===== config.mk =====
export PLATFORM = sky130hd
export DESIGN_NAME = double_ended_queue_unit
export DESIGN_NICKNAME = d
export VERILOG_FILES = /design/src/hw/rtl/dequ_pkg.sv /design/src/hw/rtl/dequ_store.sv /design/src/hw/rtl/dequ_ctrl.sv /design/src/hw/rtl/double_ended_queue_unit.sv
export SDC_FILE = /design/constraint.sdc
export NUM_CORES = 1
export LEC_CHECK = 0
export BUFFER_PORTS_ARGS = -buffer_cell sky130_fd_sc_hd__buf_2
export CAP_MARGIN = 20
export CORE_ASPECT_RATIO = 2
export CORE_MARGIN = 2
export CORE_UTILIZATION = 56
export DETAILED_ROUTE_END_ITERATION = 7
export HOLD_SLACK_MARGIN = 0.1
export PLACE_DENSITY = 0.76
export SLEW_MARGIN = 20
export SYNTH_ARGS = -nofsm -noshare
export SYNTH_HDL_FRONTEND = slang
export SYNTH_SLANG_ARGS = --single-unit

===== constraint.sdc =====
create_clock -name i_clk -period 4.4 [get_ports i_clk]
set_input_delay 1.32 -clock i_clk [delete_from_list [all_inputs] [get_ports i_clk]]
set_output_delay 1.32 -clock i_clk [all_outputs]
set_load 0.005 [all_outputs]

===== src/hw/rtl/dequ_pkg.sv =====
// ----------------------------------------------------------------------------
// dequ_pkg
// Shared types and codes for the double-ended queue unit.
// ----------------------------------------------------------------------------
package dequ_pkg;

    localparam int unsigned OCC_W = 5;
    localparam int unsigned WORD_W = 32;

    typedef logic [OCC_W-1:0] t_occ;
    typedef logic signed [WORD_W-1:0] t_word;

    typedef enum logic [1:0] {
        CMD_PUSH_HEAD = 2'd0,
        CMD_PUSH_TAIL = 2'd1,
        CMD_POP_HEAD  = 2'd2,
        CMD_POP_TAIL  = 2'd3
    } t_cmd;

    typedef enum logic [1:0] {
        ST_DONE  = 2'd0,
        ST_EMPTY = 2'd1,
        ST_FULL  = 2'd2
    } t_status;

    typedef struct packed {
        logic    pop_ok;
        logic    pop_empty;
        t_status status;
        logic    now_empty;
        t_occ    occupancy;
    } t_meta;

endpackage


===== src/hw/rtl/dequ_store.sv =====
// ----------------------------------------------------------------------------
// dequ_store
// Ring entry store: one write port, one read port, registered read data.
// ----------------------------------------------------------------------------
module dequ_store import dequ_pkg::*; #(
    parameter int unsigned DEPTH = 16,
    parameter int unsigned AW    = 4
) (
    input  logic          i_clk,
    input  logic          i_we,
    input  logic [AW-1:0] i_waddr,
    input  t_word         i_wdata,
    input  logic          i_re,
    input  logic [AW-1:0] i_raddr,
    output t_word         o_rdata
);

    t_word r_mem [DEPTH];
    t_word r_rd_data;

    always_ff @(posedge i_clk) begin
        if (i_we) begin
            r_mem[i_waddr] <= i_wdata;
        end
        if (i_re) begin
            r_rd_data <= r_mem[i_raddr];
        end
    end

    assign o_rdata = r_rd_data;

endmodule


===== src/hw/rtl/dequ_ctrl.sv =====
// ----------------------------------------------------------------------------
// dequ_ctrl
// Head/tail pointers and entry count; issues store accesses per command.
// ----------------------------------------------------------------------------
module dequ_ctrl import dequ_pkg::*; #(
    parameter int unsigned DEPTH = 16,
    parameter int unsigned AW    = 4,
    parameter int unsigned CW    = 5
) (
    input  logic          i_clk,
    input  logic          i_rst_n,
    input  logic          i_fire,
    input  logic [1:0]    i_command,
    output logic          o_we,
    output logic [AW-1:0] o_waddr,
    output logic          o_re,
    output logic [AW-1:0] o_raddr,
    output t_meta         o_meta
);

    logic [AW-1:0] r_front, n_front;
    logic [AW-1:0] r_back,  n_back;
    logic [CW-1:0] r_count, n_count;

    logic [AW-1:0] front_prev, front_next, back_prev, back_next;
    logic          is_full, is_empty;
    t_cmd          cmd;

    assign cmd      = t_cmd'(i_command);
    assign is_full  = (r_count == CW'(DEPTH));
    assign is_empty = (r_count == '0);

    assign front_prev = (r_front == '0) ? AW'(DEPTH - 1) : r_front - AW'(1);
    assign front_next = (r_front == AW'(DEPTH - 1)) ? '0 : r_front + AW'(1);
    assign back_prev  = (r_back == '0) ? AW'(DEPTH - 1) : r_back - AW'(1);
    assign back_next  = (r_back == AW'(DEPTH - 1)) ? '0 : r_back + AW'(1);

    always_comb begin
        n_front          = r_front;
        n_back           = r_back;
        n_count          = r_count;
        o_we             = 1'b0;
        o_waddr          = r_back;
        o_re             = 1'b0;
        o_raddr          = r_front;
        o_meta.pop_ok    = 1'b0;
        o_meta.pop_empty = 1'b0;
        o_meta.status    = ST_DONE;
        case (cmd)
            CMD_PUSH_HEAD: begin
                if (is_full) begin
                    o_meta.status = ST_FULL;
                end else begin
                    o_we    = i_fire;
                    o_waddr = front_prev;
                    n_front = front_prev;
                    n_count = r_count + CW'(1);
                end
            end
            CMD_PUSH_TAIL: begin
                if (is_full) begin
                    o_meta.status = ST_FULL;
                end else begin
                    o_we    = i_fire;
                    o_waddr = r_back;
                    n_back  = back_next;
                    n_count = r_count + CW'(1);
                end
            end
            CMD_POP_HEAD: begin
                if (is_empty) begin
                    o_meta.status    = ST_EMPTY;
                    o_meta.pop_empty = 1'b1;
                end else begin
                    o_re          = i_fire;
                    o_raddr       = r_front;
                    o_meta.pop_ok = 1'b1;
                    n_front       = front_next;
                    n_count       = r_count - CW'(1);
                end
            end
            CMD_POP_TAIL: begin
                if (is_empty) begin
                    o_meta.status    = ST_EMPTY;
                    o_meta.pop_empty = 1'b1;
                end else begin
                    o_re          = i_fire;
                    o_raddr       = back_prev;
                    o_meta.pop_ok = 1'b1;
                    n_back        = back_prev;
                    n_count       = r_count - CW'(1);
                end
            end
            default: begin
                o_meta.status = ST_DONE;
            end
        endcase
        o_meta.now_empty = (n_count == '0);
        o_meta.occupancy = t_occ'(n_count);
    end

    always_ff @(posedge i_clk) begin
        if (!i_rst_n) begin
            r_front <= '0;
            r_back  <= '0;
            r_count <= '0;
        end else if (i_fire) begin
            r_front <= n_front;
            r_back  <= n_back;
            r_count <= n_count;
        end
    end

endmodule


===== src/hw/rtl/double_ended_queue_unit.sv =====
// ----------------------------------------------------------------------------
// double_ended_queue_unit
// Bounded double-ended queue of signed 32-bit words in a DEPTH-entry ring.
// ----------------------------------------------------------------------------
// One command is accepted per clock cycle unless the receiver stalls the
// result stages. Each transaction passes through two stages: the pointer
// update with the store's registered read, then the output register. Pushes
// write at acceptance and pops read at acceptance, so a pop always sees
// every earlier push. A push into a full queue is dropped with status 2; a
// pop on an empty queue returns -1 with status 1. Occupancy is reported
// modulo 32.
module double_ended_queue_unit import dequ_pkg::*; #(
    parameter int unsigned DEPTH = 16
) (
    input  logic        i_clk,
    input  logic        i_rst_n,
    input  logic        i_in_valid,
    output logic        o_in_ready,
    input  logic [1:0]  i_command,
    input  t_word       i_push_value,
    output logic        o_out_valid,
    input  logic        i_out_ready,
    output t_word       o_popped_value,
    output logic [1:0]  o_status,
    output logic        o_now_empty,
    output logic [4:0]  o_occupancy
);

    localparam int unsigned AW = (DEPTH > 2) ? $clog2(DEPTH) : 1;
    localparam int unsigned CW = $clog2(DEPTH + 1);

    logic          fire, s1_move;
    logic          we, re;
    logic [AW-1:0] waddr, raddr;
    t_word         rdata;
    t_meta         meta;

    logic          r_s1_valid;
    t_meta         r_s1_meta;
    logic          r_out_valid;
    t_word         r_out_value;
    t_meta         r_out_meta;

    assign s1_move    = r_s1_valid && (!r_out_valid || i_out_ready);
    assign o_in_ready = !r_s1_valid || s1_move;
    assign fire       = i_in_valid && o_in_ready;

    dequ_ctrl #(
        .DEPTH (DEPTH),
        .AW    (AW),
        .CW    (CW)
    ) u_ctrl (
        .i_clk     (i_clk),
        .i_rst_n   (i_rst_n),
        .i_fire    (fire),
        .i_command (i_command),
        .o_we      (we),
        .o_waddr   (waddr),
        .o_re      (re),
        .o_raddr   (raddr),
        .o_meta    (meta)
    );

    dequ_store #(
        .DEPTH (DEPTH),
        .AW    (AW)
    ) u_store (
        .i_clk   (i_clk),
        .i_we    (we),
        .i_waddr (waddr),
        .i_wdata (i_push_value),
        .i_re    (re),
        .i_raddr (raddr),
        .o_rdata (rdata)
    );

    always_ff @(posedge i_clk) begin
        if (!i_rst_n) begin
            r_s1_valid  <= 1'b0;
            r_out_valid <= 1'b0;
        end else begin
            if (fire) begin
                r_s1_valid <= 1'b1;
            end else if (s1_move) begin
                r_s1_valid <= 1'b0;
            end
            if (s1_move) begin
                r_out_valid <= 1'b1;
            end else if (i_out_ready) begin
                r_out_valid <= 1'b0;
            end
        end
    end

    always_ff @(posedge i_clk) begin
        if (fire) begin
            r_s1_meta <= meta;
        end
        if (s1_move) begin
            r_out_meta <= r_s1_meta;
            if (r_s1_meta.pop_ok) begin
                r_out_value <= rdata;
            end else if (r_s1_meta.pop_empty) begin
                r_out_value <= '1;
            end else begin
                r_out_value <= '0;
            end
        end
    end

    assign o_out_valid    = r_out_valid;
    assign o_popped_value = r_out_value;
    assign o_status       = r_out_meta.status;
    assign o_now_empty    = r_out_meta.now_empty;
    assign o_occupancy    = r_out_meta.occupancy;

    a_empty_pop_value: assert property (@(posedge i_clk) disable iff (!i_rst_n)
        (o_out_valid && o_status == ST_EMPTY) |-> (o_popped_value == '1 && o_now_empty))
        else $error("empty pop result malformed");

    a_s1_hold: assert property (@(posedge i_clk) disable iff (!i_rst_n)
        (r_s1_valid && !s1_move) |=> (r_s1_valid && $stable(r_s1_meta)))
        else $error("stalled stage lost its transaction");

    a_empty_matches_occ: assert property (@(posedge i_clk) disable iff (!i_rst_n)
        (o_out_valid && DEPTH < 32) |-> (o_now_empty == (o_occupancy == '0)))
        else $error("empty flag disagrees with occupancy");

    a_push_zero: assert property (@(posedge i_clk) disable iff (!i_rst_n)
        (o_out_valid && o_status == ST_FULL) |-> (o_popped_value == '0))
        else $error("dropped push returned nonzero word");

endmodule


; ---- Word level (Yosys, flattened, before mapping)
; Memories as Yosys holds them, arrays and structs flattened. A register that Yosys moved wholly into a read port is not among the register bits.
; Cells that the tools add are included.
[op_classes]
addsub = 6
eq_ne = 10
mux = 33
reduce_logical = 19
[op_table]
columns = operator, n
row1 = 2-to-1 mux 32 bit, 2
row2 = 2-to-1 mux 4 bit, 12
row3 = one-hot mux 4 bit (2 select lines), 2
row4 = 2-to-1 mux 1 bit, 11
row5 = zero test 5 bit, 2
row6 = 2-to-1 mux 5 bit, 2
row7 = one-hot mux 5 bit (2 select lines), 1
row8 = adder 4 x 1 -> 4 bit (second input constant), 2
row9 = == test 4 bit (second input constant), 2
row10 = zero test 4 bit, 2
row11 = != test 2 bit (second input constant), 4
row12 = AND reduction 4 bit, 2
row13 = nonzero test 2 bit, 4
row14 = subtractor 4 x 1 -> 4 bit (second input constant), 2
row15 = adder 5 x 1 -> 5 bit (second input constant), 1
row16 = == test 5 bit (second input constant), 1
row17 = subtractor 5 x 1 -> 5 bit (second input constant), 1
row18 = == test 2 bit (second input constant), 2
row19 = one-hot mux 2 bit (2 select lines), 1
row20 = OR reduction 2 bit, 2
row21 = 2-to-1 mux 3 bit, 1
row22 = == test 2 x 1 -> 1 bit (second input constant), 1
row23 = logical AND 1 bit, 2
row24 = zero test 1 bit, 2
row25 = 3 further kinds, 4
[totals]
ff_bits = 65
ramBits = 512
word_cells = 83
memories = 1
[memory_table]
columns = name, words, word_bits, rd, rd_clocked_by_memory_dff, write_ports, line_no
row1 = u_store.r_mem, 16, 32, 1, 1, 1, dequ_store.sv:18  ; t_word r_mem [DEPTH];

; ---- Depth between registers and ports, before layout
; Gate-level depths: netlist of run 1.
[depth]
word_depth = 9
ltp_mapped = 13
mapped_depth_nobuf = 8

; ---- Hierarchy
; A second synthesis of run 1 with hierarchy kept.
[unflattened]
hier_cells = 1124
area_unflattened_um2 = 23271.1
[by_module_without_submodules]
columns = mod, n_inst, cells_each, area_per_inst_um2, seq_area_each_um2
row1 = dequ_store, 1, 838, 20155.6, 16335.7
row2 = double_ended_queue_unit, 1, 131, 1893.1, 1541.5
row3 = dequ_ctrl, 1, 155, 1222.4, 260.2

; ---- Least setup slack after synthesis of run 1
; OpenSTA, ideal clock, no wires.
[synth_path]
path_type = input-to-reg
startpoint = input i_command[1]
endpoint = register u_store.r_rd_data[0] (netlist: u_store.o_rdata[0]), read port of u_store.r_mem (enable)
setup_time_ns = 0.461
t_arrival_ns = 3.864
t_required_ns = 3.939
setup_slack_ns = 0.074
path_stages = 3
path_buffers = 1
cell_sequence = buf_2 inv_1 nor3_1
[synth_via]
elab_chain_len = 3
word_cells_on_any_way = 5
classes_between = eq/ne: 2 / mux: 2 / reduce/logical: 1
[synth_lines]
columns = element, line_no
row1 = start: declaration, double_ended_queue_unit.sv:19  ; input logic [1:0] i_command,
row2 = == test 2 bit, dequ_ctrl.sv:49  ; case (cmd)
row3 = OR reduction 2 bit (no line) (*), n/a
row4 = 2-to-1 mux 1 bit (*), n/a
row5 = via re, double_ended_queue_unit.sv:33  ; logic we, re;
row6 = end: declaration, dequ_store.sv:19  ; t_word r_rd_data;
; Mark *: on every way through the listed nets, which the timed path passes. The rest lies on a longest branch.
; A chain may end at the register's enable or synchronous reset.

; ---- Final worst setup path of run 1
[layout_path]
startpoint = register u_ctrl.r_count[0]
endpoint = memory u_store.r_mem[15][27] in the netlist's numbering (enable)
[layout_via]
elab_chain_len = 5
word_cells_on_any_way = 7
classes_between = eq/ne: 1 / mux: 6
[layout_lines]
columns = element, line_no
row1 = start: declaration, dequ_ctrl.sv:23  ; logic [CW-1:0] r_count, n_count;
row2 = start signal: assignment, dequ_ctrl.sv:110  ; r_count <= n_count;
row3 = == test 5 bit (*), dequ_ctrl.sv:30  ; assign is_full = (r_count == CW'(DEPTH));
row4 = 2-to-1 mux 1 bit, "dequ_ctrl.sv:51, dequ_ctrl.sv:61"
row5 = 2-to-1 mux 1 bit, n/a
row6 = 2-to-1 mux 1 bit, dequ_store.sv:22  ; if (i_we) begin
row7 = 2-to-1 mux 1 bit (implied by the code), dequ_store.sv:23  ; r_mem[i_waddr] <= i_wdata;
row8 = end: declaration, dequ_store.sv:18
; Every way passes the cells marked *; elsewhere a longest branch is shown, timed or not.

==> results_dict.tcl, run 1 <==
set metrics [dict create \
    outcome "complete, no violations" \
    fin_crit_sh_pct 84.5 \
    cts_tree "built" \
    synth-async-reset-ratio_pct 0 \
    critical_path_class "register to register" \
    rrSetupSlack_ns 0.68 \
    diodes 0 \
    die_h_um 297 \
    root_buffer "clkbuf_16" \
    timing_hold_violations_final 0 \
    cp_max_fo 14 \
    htree_levels 2 \
    cts_setup_buffers 0 \
    endpoint_kind "register" \
    antenna_found_initial 1 \
    core_region_area_mm2 0.0424 \
    wl_per_cell_um 27.0 \
    fillers 2872 \
    hold_depth 0 \
    gp_congestion 0.908 \
    cts_hold_buffers 0 \
    arrival_ns 4.00 \
    cts_resized 0 \
    ys_warn_count 0 \
    dp.final_hpwl_mm 34.1 \
    grt_setup_unrepaired "false" \
    tightest_slew_ns 1.09 \
    syn-cell-area_mm2 0.0240 \
    synth_seq_area_share_pct 75.4 \
    drtIter0Drc 1476 \
    cpPeakStageDelay_ns 0.69 \
    cp_data_required_time_ns 4.68 \
    cts.sinks 608 \
    cp_slowest_cell "nor3b_1" \
    drc 0 \
    floorplan.initialDensity_pct 56.6 \
    syn_area_per_cell_um2 15.3 \
    grt_pass1_wl_mm 88.5 \
    clkLatencyLatePin_ns 0.59 \
    grt_max_degree 47 \
    finalSetupViolCount 0 \
    r2r_end "u_store.r_mem[15][27]" \
    cts.clk_slew.worst_paths_ns 0.06 \
    final_max_slew_viol_count 0 \
    yosysUniqueCellTypes 61 \
    ios 80 \
    holdPathEnd "o_occupancy[1]" \
    synth-seq-cells 608 \
    die_x_um 150 \
    start_kind "register" \
    p_leak_nw 9.58 \
    first_global_vias 15044 \
    vdd_drop_max_uv 322 \
    r2r_start "u_ctrl.r_count[0]" \
    setup_tns_ns 0 \
    synth_edf_count 593 \
    final_cell_mix "edfxtp_1 (593), nand2_1 (214), mux2i_1 (128)" \
    cp_num_buf_inv 2 \
    relSlewSlack_pct 27.3 \
    cts_max_path_buffers 3 \
    ant_nets 0 \
    timing.final.crit_period_ns 3.72 \
    cp_cell_sequence "inv_1 -> ha_1 -> nor3b_1 -> a211o_1 -> nand2_1 -> o21ai_0 -> nand3_1 -> nor2_4 -> buf_12" \
    final_common_cell "edfxtp_1" \
    hp-start "r_s1_meta[1]" \
    drt-pass1-iter-count 5 \
    path_delay_family "simple AND/OR/NAND/NOR gates" \
    fin_util_pct 63.9 \
    drive_above_1_share_pct 14.4 \
    viasPerCell 6.54 \
    buffer_ports.inserted 79 \
    finalWirelength_mm 60.4 \
    fmax_mhz 269 \
    syn_to_final_growth_pct 13.0 \
    nNetsFinal 1700 \
    synthFlopType "edfxtp_1" \
    fin_hold_ws_ns 0.420 \
    dieArea_mm2 0.0446 \
    num_rows 107 \
    reg2reg_depth 9 \
    maxCapViolations 0 \
    numCtsBuffers 49 \
    grtUsageTotal_pct 27.1 \
    syn_inst 1571 \
    syn_nets 1615 \
    grt-ovfl-total 0 \
    min_path_type "register to register" \
    num_vias 14602 \
    finalClockSkew_ns 0.0173 \
    p_per_area_mw_per_mm2 455 \
]
worst max-delay path by stage:
stage	from	cells after the start	end
CTS	u_ctrl.r_count[0]	9	u_store.r_mem[15][23]
global route	u_ctrl.r_count[0]	9	u_store.r_mem[15][27]
detailed placement	i_command[0]	9	u_store.o_rdata[23]
global placement	i_command[0]	9	u_store.o_rdata[23]
finish	u_ctrl.r_count[0]	9	u_store.r_mem[15][27]
floorplan	i_command[1]	3	u_store.o_rdata[0]
cell type report:
type                    instances  area, um^2  area share, %
multi-input cells             847        5640           20.8
inverters                      14        52.6          0.194
clock buffers                  56        1250           4.62
well taps                     545         682           2.51
flip-flops and latches        608       18100           66.8
repair buffers                136        1160           4.26
clock inverters                28         239          0.881
Yosys cell counts (2+ instances only):
cell	number	area share, %
and2_1	6	0.16
o22ai_1	67	1.7
a211oi_1	3	0.094
nand2b_1	6	0.16
or3b_2	3	0.11
o21ai_0	14	0.29
nand2_1	215	3.4
o21bai_1	2	0.063
buf_1	4	0.063
and3_1	3	0.078
buf_2	24	0.50
a211o_1	2	0.073
a32oi_1	3	0.11
o21a_1	3	0.094
edfxtp_1	593	74
nor2_1	35	0.55
or4_1	33	1.0
nor3_1	68	1.4
a31oi_1	34	0.89
mux2i_1	129	5.4
ha_1	6	0.31
o21ai_1	3	0.063
o211a_1	2	0.083
a2111o_1	31	1.5
o221ai_1	33	1.2
clkbuf_1	71	1.1
o211ai_1	4	0.13
a21oi_1	75	1.6
nor2b_1	6	0.16
inv_1	14	0.22
buf_4	2	0.063
nand3_1	13	0.27
or3_1	3	0.078
a21o_1	3	0.094
nor3b_1	5	0.16
dfxtp_1	15	1.3
xor2_1	3	0.11
mux2_2	2	0.094
xnor2_1	5	0.18
nand3b_1	3	0.094
a21boi_0	5	0.16
power by group:
part / switching, mW / internal, mW
Sequential: 0.0651 / 6.54
Combinational: 0.983 / 0.547
Clock: 1.98 / 2.23
Total: 3.03 / 9.32
worst register-to-register path: cells and delay by family, from the launching register on:
family          cells  cell delay [ns]
compound gates      2             0.51
fa+ha+maj           1             0.33
buf+inv             2             0.42
flops               1             0.39
simple gates        4             1.75
routing by layer:
metal  part of all wire [%]  global-route usage, %  wire (um)  vias to the layer above
met4                    6.4                   17.0       3870                        2
li1                       -                      -          -                     6305
met5                  0.022                      0         13                        -
met3                    6.5                   3.70       3920                      237
met2                     54                   48.8      32600                      788
met1                     33                   29.5      20000                     7270
cells by family (layout without fill, tap and decap cells):
| kind of cell | after synthesis | after routing | share of synthesized area (%) |
|---|---|---|---|
| xor+xnor | 8 | 8 | 0.292 |
| simple gates | 405 | 405 | 7.89 |
| buf+inv | 116 | 234 | 2.00 |
| compound gates | 296 | 296 | 8.56 |
| mux | 132 | 132 | 5.52 |
| flops | 608 | 608 | 75.4 |
| fa+ha+maj | 6 | 6 | 0.313 |
per-stage QoR:
step           area (um^2)  cells  setup WS (ns)  power, mW
3_5_place_dp         25600   2149          0.336       8.24
5_1_grt              27100   2234          0.556       12.7
4_1_cts              27100   2233          0.714       12.4
2_1_floorplan        24000   1571         0.0745       7.66
6_report             27100   2234          0.684       12.4
3_3_place_gp         25600   2149          0.436       8.20
registers in the layout, indices dropped and copies added (netlist names):
signal	cells
u_store.r_mem	512
o_popped_value	32
u_store.o_rdata	32
r_s1_meta	9
o_occupancy	5
u_ctrl.r_count	5
u_ctrl.r_back	4
u_ctrl.r_front	4
o_status	2
o_now_empty	1
o_out_valid	1
r_s1_valid	1
Power figures use the tool's default switching activity.
==> run 2, diff against run 1 <==
--- a/config.mk
+++ b/config.mk
@@ -5,6 +5,7 @@
 export SDC_FILE = /design/constraint.sdc
 export NUM_CORES = 1
 export LEC_CHECK = 0
+export ABC_AREA = 1
 export BUFFER_PORTS_ARGS = -buffer_cell sky130_fd_sc_hd__buf_2
 export CAP_MARGIN = 20
 export CORE_ASPECT_RATIO = 2
==> constraint.sdc (replaced) <==
create_clock -name i_clk -period 3.2 [get_ports i_clk]
set_input_delay 0.96 -clock i_clk [delete_from_list [all_inputs] [get_ports i_clk]]
set_output_delay 0.96 -clock i_clk [all_outputs]
set_load 0.005 [all_outputs]
==> run 2 against run 1 <==
  * The run now ends with design-rule violations left
  * Cell count rose by 33%
  * Synthesized cell count rose by 46%
  * Largest cell class unchanged
  * Clock-buffer cell count fell by 3
==> results_dict.tcl, run 2 <==
set metrics [dict create \
    first_global_vias 17806 \
    cpPeakStageDelay_ns 0.40 \
    synthTopCellsByCount "nand2_1 (651), edfxtp_1 (593), nand3_1 (497), inv_1 (198), buf_2 (108)" \
    violations "design-rule violations" \
    synth-seq-cells 608 \
    relSlewSlack_pct 45.6 \
    finalPower_mw 17.8 \
    pwr-share-comb_pct 13.2 \
    synthTopCellsByArea "edfxtp_1 (69%), nand3_1 (9.6%), nand2_1 (9.4%), inv_1 (2.9%), nand3b_1 (2.8%)" \
    final_max_slew_viol_count 0 \
    root_buffer "clkbuf_16" \
    fillers 3273 \
    start_kind "register" \
    critical_path_class "register to register" \
    finalClockSkew_ns 0.0177 \
    htree_levels 2 \
    grt_setup_unrepaired "false" \
    num_rows 111 \
    final_common_cell "nand2_1" \
    fmax_mhz 344 \
    synthAdderAreaFrac_pct 0.290 \
    arrival_ns 3.17 \
    cp_slowest_cell "dfxtp_1" \
    drtIter0Drc 1911 \
    nNetsFinal 2420 \
    fin_crit_sh_pct 90.7 \
    cp_num_buf_inv 4 \
    path_delay_family "simple AND/OR/NAND/NOR gates" \
    endpoint_kind "register" \
    cts.clk_slew.worst_paths_ns 0.07 \
    syn-cell-area_mm2 0.0259 \
    p_int_mw 13.3 \
    synth-xor-area-share_pct 0.203 \
    cts_resized 0 \
    largest_register_ffs 512 \
    diodes 0 \
    synth_edf_count 593 \
    tightest_slew_ns 0.816 \
    maxCapViolations 0 \
    multi_input_area_mm2 0.00647 \
    top_register "u_store.r_mem" \
    cts_max_path_buffers 3 \
    p_seq_share_pct 50.8 \
    die_x_um 156 \
    synthFlopType "edfxtp_1" \
    cts_setup_buffers 0 \
    p_leak_nw 11.5 \
    core_region_area_mm2 0.0457 \
    viasPerCell 5.98 \
    placed_cell_area_mm2 0.0277 \
    p_per_area_mw_per_mm2 606 \
    dieArea_mm2 0.0481 \
    drive_above_1_share_pct 11.8 \
    ys_warn_count 0 \
    vdd_drop_max_uv 499 \
    finalSetupViolCount 0 \
    fin_hold_ws_ns 0.420 \
    power.share.clock_pct 35.9 \
    p_sw_share_pct 25.4 \
    grtUsageTotal_pct 28.0 \
    synth_simple_gate_area_share_pct 22.8 \
    grt_pass1_wl_mm 101 \
    cts.sinks 608 \
    grt-ovfl-total 0 \
    setup_tns_ns 0 \
    p_switching_mw 4.51 \
    clkLatencyLatePin_ns 0.60 \
    synth_top_area_cell "edfxtp_1" \
    num_vias 17839 \
    rrSetupSlack_ns 0.30 \
    synth_compound_area_share_pct 0.942 \
    synth_top_family_by_area "simple AND/OR/NAND/NOR gates" \
    cp_max_fo 32 \
    cts_tree "built" \
    floorplan.initialDensity_pct 56.7 \
    seqCellArea_mm2 0.0181 \
    grt_max_degree 69 \
    dp.final_hpwl_mm 41.6 \
    syn_area_per_cell_um2 11.3 \
    drc 1 \
    synth-async-reset-ratio_pct 0 \
    layout.cells.non_filler 2981 \
    synth_seq_area_share_pct 69.9 \
    final_cell_mix "nand2_1 (650), edfxtp_1 (593), nand3_1 (497)" \
    timing.final.crit_period_ns 2.90 \
    drt-pass1-iter-count 8 \
    final_cell_area_mm2 0.0293 \
    synth.most_common_cell "nand2_1" \
    numCtsBuffers 49 \
    synthMuxAreaShare_pct 0 \
    buffer_ports.inserted 79 \
    cts_hold_buffers 0 \
    cp_data_required_time_ns 3.47 \
    outcome "complete, but fails checks" \
    min_path_type "register to register" \
    finalWirelength_mm 66.5 \
    syn_nets 2343 \
    wl_per_cell_um 22.3 \
    dp.cells 2890 \
    synth_top_area_share_pct 68.8 \
    yosysUniqueCellTypes 35 \
    cp_cell_sequence "inv_1 -> ha_1 -> nand2_1 -> nor2_1 -> nand2_1 -> nand2_2 -> nor2_1 -> inv_1 -> o21ai_0 -> nand3_1 -> buf_4 -> nor2_4 -> buf_12" \
    die_h_um 308 \
    gp_congestion 0.912 \
    ios 80 \
    ant_nets 0 \
    timing_hold_violations_final 0 \
    syn_inst 2299 \
    syn_to_final_growth_pct 13.3 \
    antenna_found_initial 0 \
]
-- run 2: changes by cell type in the layout (fill, tap and decap cells not counted), moves of 65 or more --
cell	previous run	this run
inv_1	14	198
nand3b_1	3	96
nand3_1	13	497
mux2i_1	128	0
nand2_1	214	650
o22ai_1	66	1
nor3_1	67	1
-- run 2: per-stage QoR --
stage	utilization [%]	setup slack (ns)
final	64.2	0.296
after global routing	64.2	0.0915
after CTS	64.2	0.359
after detailed placement	60.5	0.154
after global placement	60.5	0.189
after floorplan	-	-0.411
-- run 2: power groups by stage --
stage | combinational (mW) | sequential [mW] | clock (mW)
after global placement | 2.28 | 9.21 | 0
after detailed placement | 2.32 | 9.22 | 0
after global routing | 2.56 | 9.05 | 6.74
after CTS | 2.34 | 9.04 | 6.44
final | 2.36 | 9.05 | 6.39
after floorplan | 1.43 | 9.20 | 0
-- run 2: logic make-up after synthesis --
logic type,after synthesis
buf+inv,345
compound gates,44
fa+ha+maj,6
xor+xnor,6
flops,608
simple gates,1290
-- run 2: routing by layer --
metal  part of all wire [%]  track usage, %  wire length, um  vias to the layer above
li1                       -               -                -                     8037
met1                     33            30.8            21800                     8621
met2                     54            50.9            35600                      950
met3                    6.6            2.96             4420                      231
met4                    6.9            18.1             4620                        0
met5                      0               0                0                        -
-- run 2: layout make-up --
type	count	share of cell area (%)
clock buffers	53	4.37
clock inverters	38	1.42
inverters	203	2.60
flip-flops and latches	608	61.7
repair buffers	168	5.46
well taps	565	2.41
multi-input cells	1346	22.0
-- run 2: path summary, 6_finish.rpt --
check / startpoint / end / depth (start not counted)
hold / removal: r_s1_meta[7] / o_status[1] / 0
setup reg to reg: u_ctrl.r_count[0] / u_store.r_mem[4][18] / 13
hold reg to reg: r_s1_meta[7] / o_status[1] / 0
setup / recovery: u_ctrl.r_count[0] / u_store.r_mem[4][18] / 13
==> run 3, diff against run 2 <==
--- a/config.mk
+++ b/config.mk
@@ -14,6 +14,7 @@
 export DETAILED_ROUTE_END_ITERATION = 7
 export HOLD_SLACK_MARGIN = 0.1
 export PLACE_DENSITY = 0.76
+export RECOVER_POWER = 50
 export SLEW_MARGIN = 20
 export SYNTH_ARGS = -nofsm -noshare
 export SYNTH_HDL_FRONTEND = slang
==> run 3 against run 2 <==
  * The flow finishes with violations (max-capacitance violations, max-slew violations)
  * Die area stayed put
  * Power hardly changed
  * Critical path depth is 3 lower
  * Critical endpoint is now u_store.o_rdata[3]
  * Largest cell class unchanged
==> results_dict.tcl, run 3 (synthesized netlist as in run 2, its figures left out) <==
set metrics [dict create \
    cts_max_path_buffers 3 \
    num_vias 17802 \
    cp_num_buf_inv 2 \
    power.share.clock_pct 36.0 \
    first_global_vias 17806 \
    relSlewSlack_pct -4.50 \
    fmax_mhz 348 \
    p_int_mw 13.3 \
    arrival_ns 3.23 \
    timing.final.crit_period_ns 2.88 \
    finalWirelength_mm 66.7 \
    cts_resized 0 \
    fillers 3294 \
    finalClockSkew_ns 0.0200 \
    startpoint "u_ctrl.r_count[0]" \
    p_switching_mw 4.52 \
    p_leak_nw 11.4 \
    p_per_area_mw_per_mm2 608 \
    grt_max_degree 69 \
    grt_pass1_wl_mm 101 \
    dp.cells 2890 \
    gp_congestion 0.912 \
    drc 0 \
    timing_hold_violations_final 0 \
    cts_tree "built" \
    crit_top_cell "nand3_1" \
    hp-start "r_s1_meta[7]" \
    finalSetupViolCount 0 \
    min_path_type "register to register" \
    cts_setup_buffers 0 \
    cp_slowest_cell "buf_4" \
    final_common_cell "nand2_1" \
    maxCapViolations 1 \
    wl_per_cell_um 22.4 \
    p_sw_share_pct 25.4 \
    htree_levels 2 \
    buffer_ports.inserted 79 \
    num_rows 111 \
    cts_hold_buffers 0 \
    viasPerCell 5.97 \
    largest_register_ffs 512 \
    grtUsageTotal_pct 28.0 \
    numCtsBuffers 49 \
    placed_cell_area_mm2 0.0277 \
    die_x_um 156 \
    syn_to_final_growth_pct 13.0 \
    cts.clk_slew.worst_paths_ns 0.07 \
    cpPeakStageDelay_ns 0.54 \
    ant_nets 0 \
    tightest_slew_ns 1.57 \
    drt-pass1-iter-count 8 \
    grt-ovfl-total 0 \
    drive_above_1_share_pct 10.1 \
    clkLatencyLatePin_ns 0.60 \
    final_max_slew_viol_count 22 \
    ios 80 \
    nNetsFinal 2420 \
    layout.cells.non_filler 2981 \
    root_buffer "clkbuf_16" \
    violations "max-capacitance violations, max-slew violations" \
    cts.sinks 608 \
    top_register "u_store.r_mem" \
    endpoint_kind "register" \
    floorplan.initialDensity_pct 56.7 \
    start_kind "register" \
    final_cell_area_mm2 0.0293 \
    path_delay_family "simple AND/OR/NAND/NOR gates" \
    vdd_drop_max_uv 500 \
    r2r_start "u_ctrl.r_count[0]" \
    p_seq_share_pct 50.9 \
    drtIter0Drc 1848 \
    die_h_um 308 \
    diodes 0 \
    dieArea_mm2 0.0481 \
    seqCellArea_mm2 0.0181 \
    outcome "complete, but fails checks" \
    pwr-share-comb_pct 13.2 \
    cp_max_fo 54 \
    critical_path_class "register to register" \
    cp_data_required_time_ns 3.56 \
    final_cell_mix "nand2_1 (650), edfxtp_1 (593), nand3_1 (498)" \
    grt_setup_unrepaired "false" \
    multi_input_area_mm2 0.00645 \
    core_region_area_mm2 0.0457 \
    cp_cell_sequence "inv_1 -> ha_1 -> nand3_1 -> nand3_4 -> buf_4 -> nand3b_1 -> nand3_1 -> nand3_1 -> nand3_1 -> nand2_1" \
    dp.final_hpwl_mm 41.6 \
    antenna_found_initial 0 \
    fin_crit_sh_pct 89.9 \
]
## run 3: cell count changes in the layout (fill, tap and decap cells not counted), sizes merged
cell and delta:
buf -40, clkbuf +40
## run 3: layout make-up
| class | instances | share of cell area [%] |
|---|---|---|
| inverters | 203 | 2.61 |
| flip-flops and latches | 608 | 61.9 |
| clock buffers | 53 | 4.39 |
| repair buffers | 168 | 5.24 |
| multi-input cells | 1346 | 22.0 |
| well taps | 565 | 2.42 |
| clock inverters | 38 | 1.42 |
## run 3: final timing paths
check | slack, ns | end | cells past startpoint
setup / recovery | 0.32 | u_store.o_rdata[3] | 10
hold / removal | 0.42 | o_status[1] | 0
setup reg to reg | 0.32 | u_store.o_rdata[3] | 10
hold reg to reg | 0.42 | o_status[1] | 0
## run 3: through the flow
stage	TNS, ns	util [%]	hold slack (ns)	power [mW]	worst slack, ns
after floorplan	-201.10	-	0.400	10.6	-0.411
after global placement	0	60.5	0.409	11.5	0.189
after detailed placement	0	60.5	0.405	11.5	0.154
after CTS	0	64.2	0.419	17.8	0.359
after global routing	0	64.0	0.425	18.3	0.130
final	0	64.0	0.419	17.8	0.325
## run 3: routing by layer
layer	part of all wire [%]	track usage, %
met1	33	30.8
met4	7.2	18.1
met5	0	0
met3	6.6	2.96
met2	53	50.9
## run 3: power by group through the flow
stage,combinational [mW],sequential [mW],clock (mW)
2_1_floorplan,1.43,9.20,0
3_3_place_gp,2.28,9.21,0
3_5_place_dp,2.32,9.22,0
4_1_cts,2.34,9.04,6.44
5_1_grt,2.54,9.06,6.74
6_report,2.34,9.05,6.39
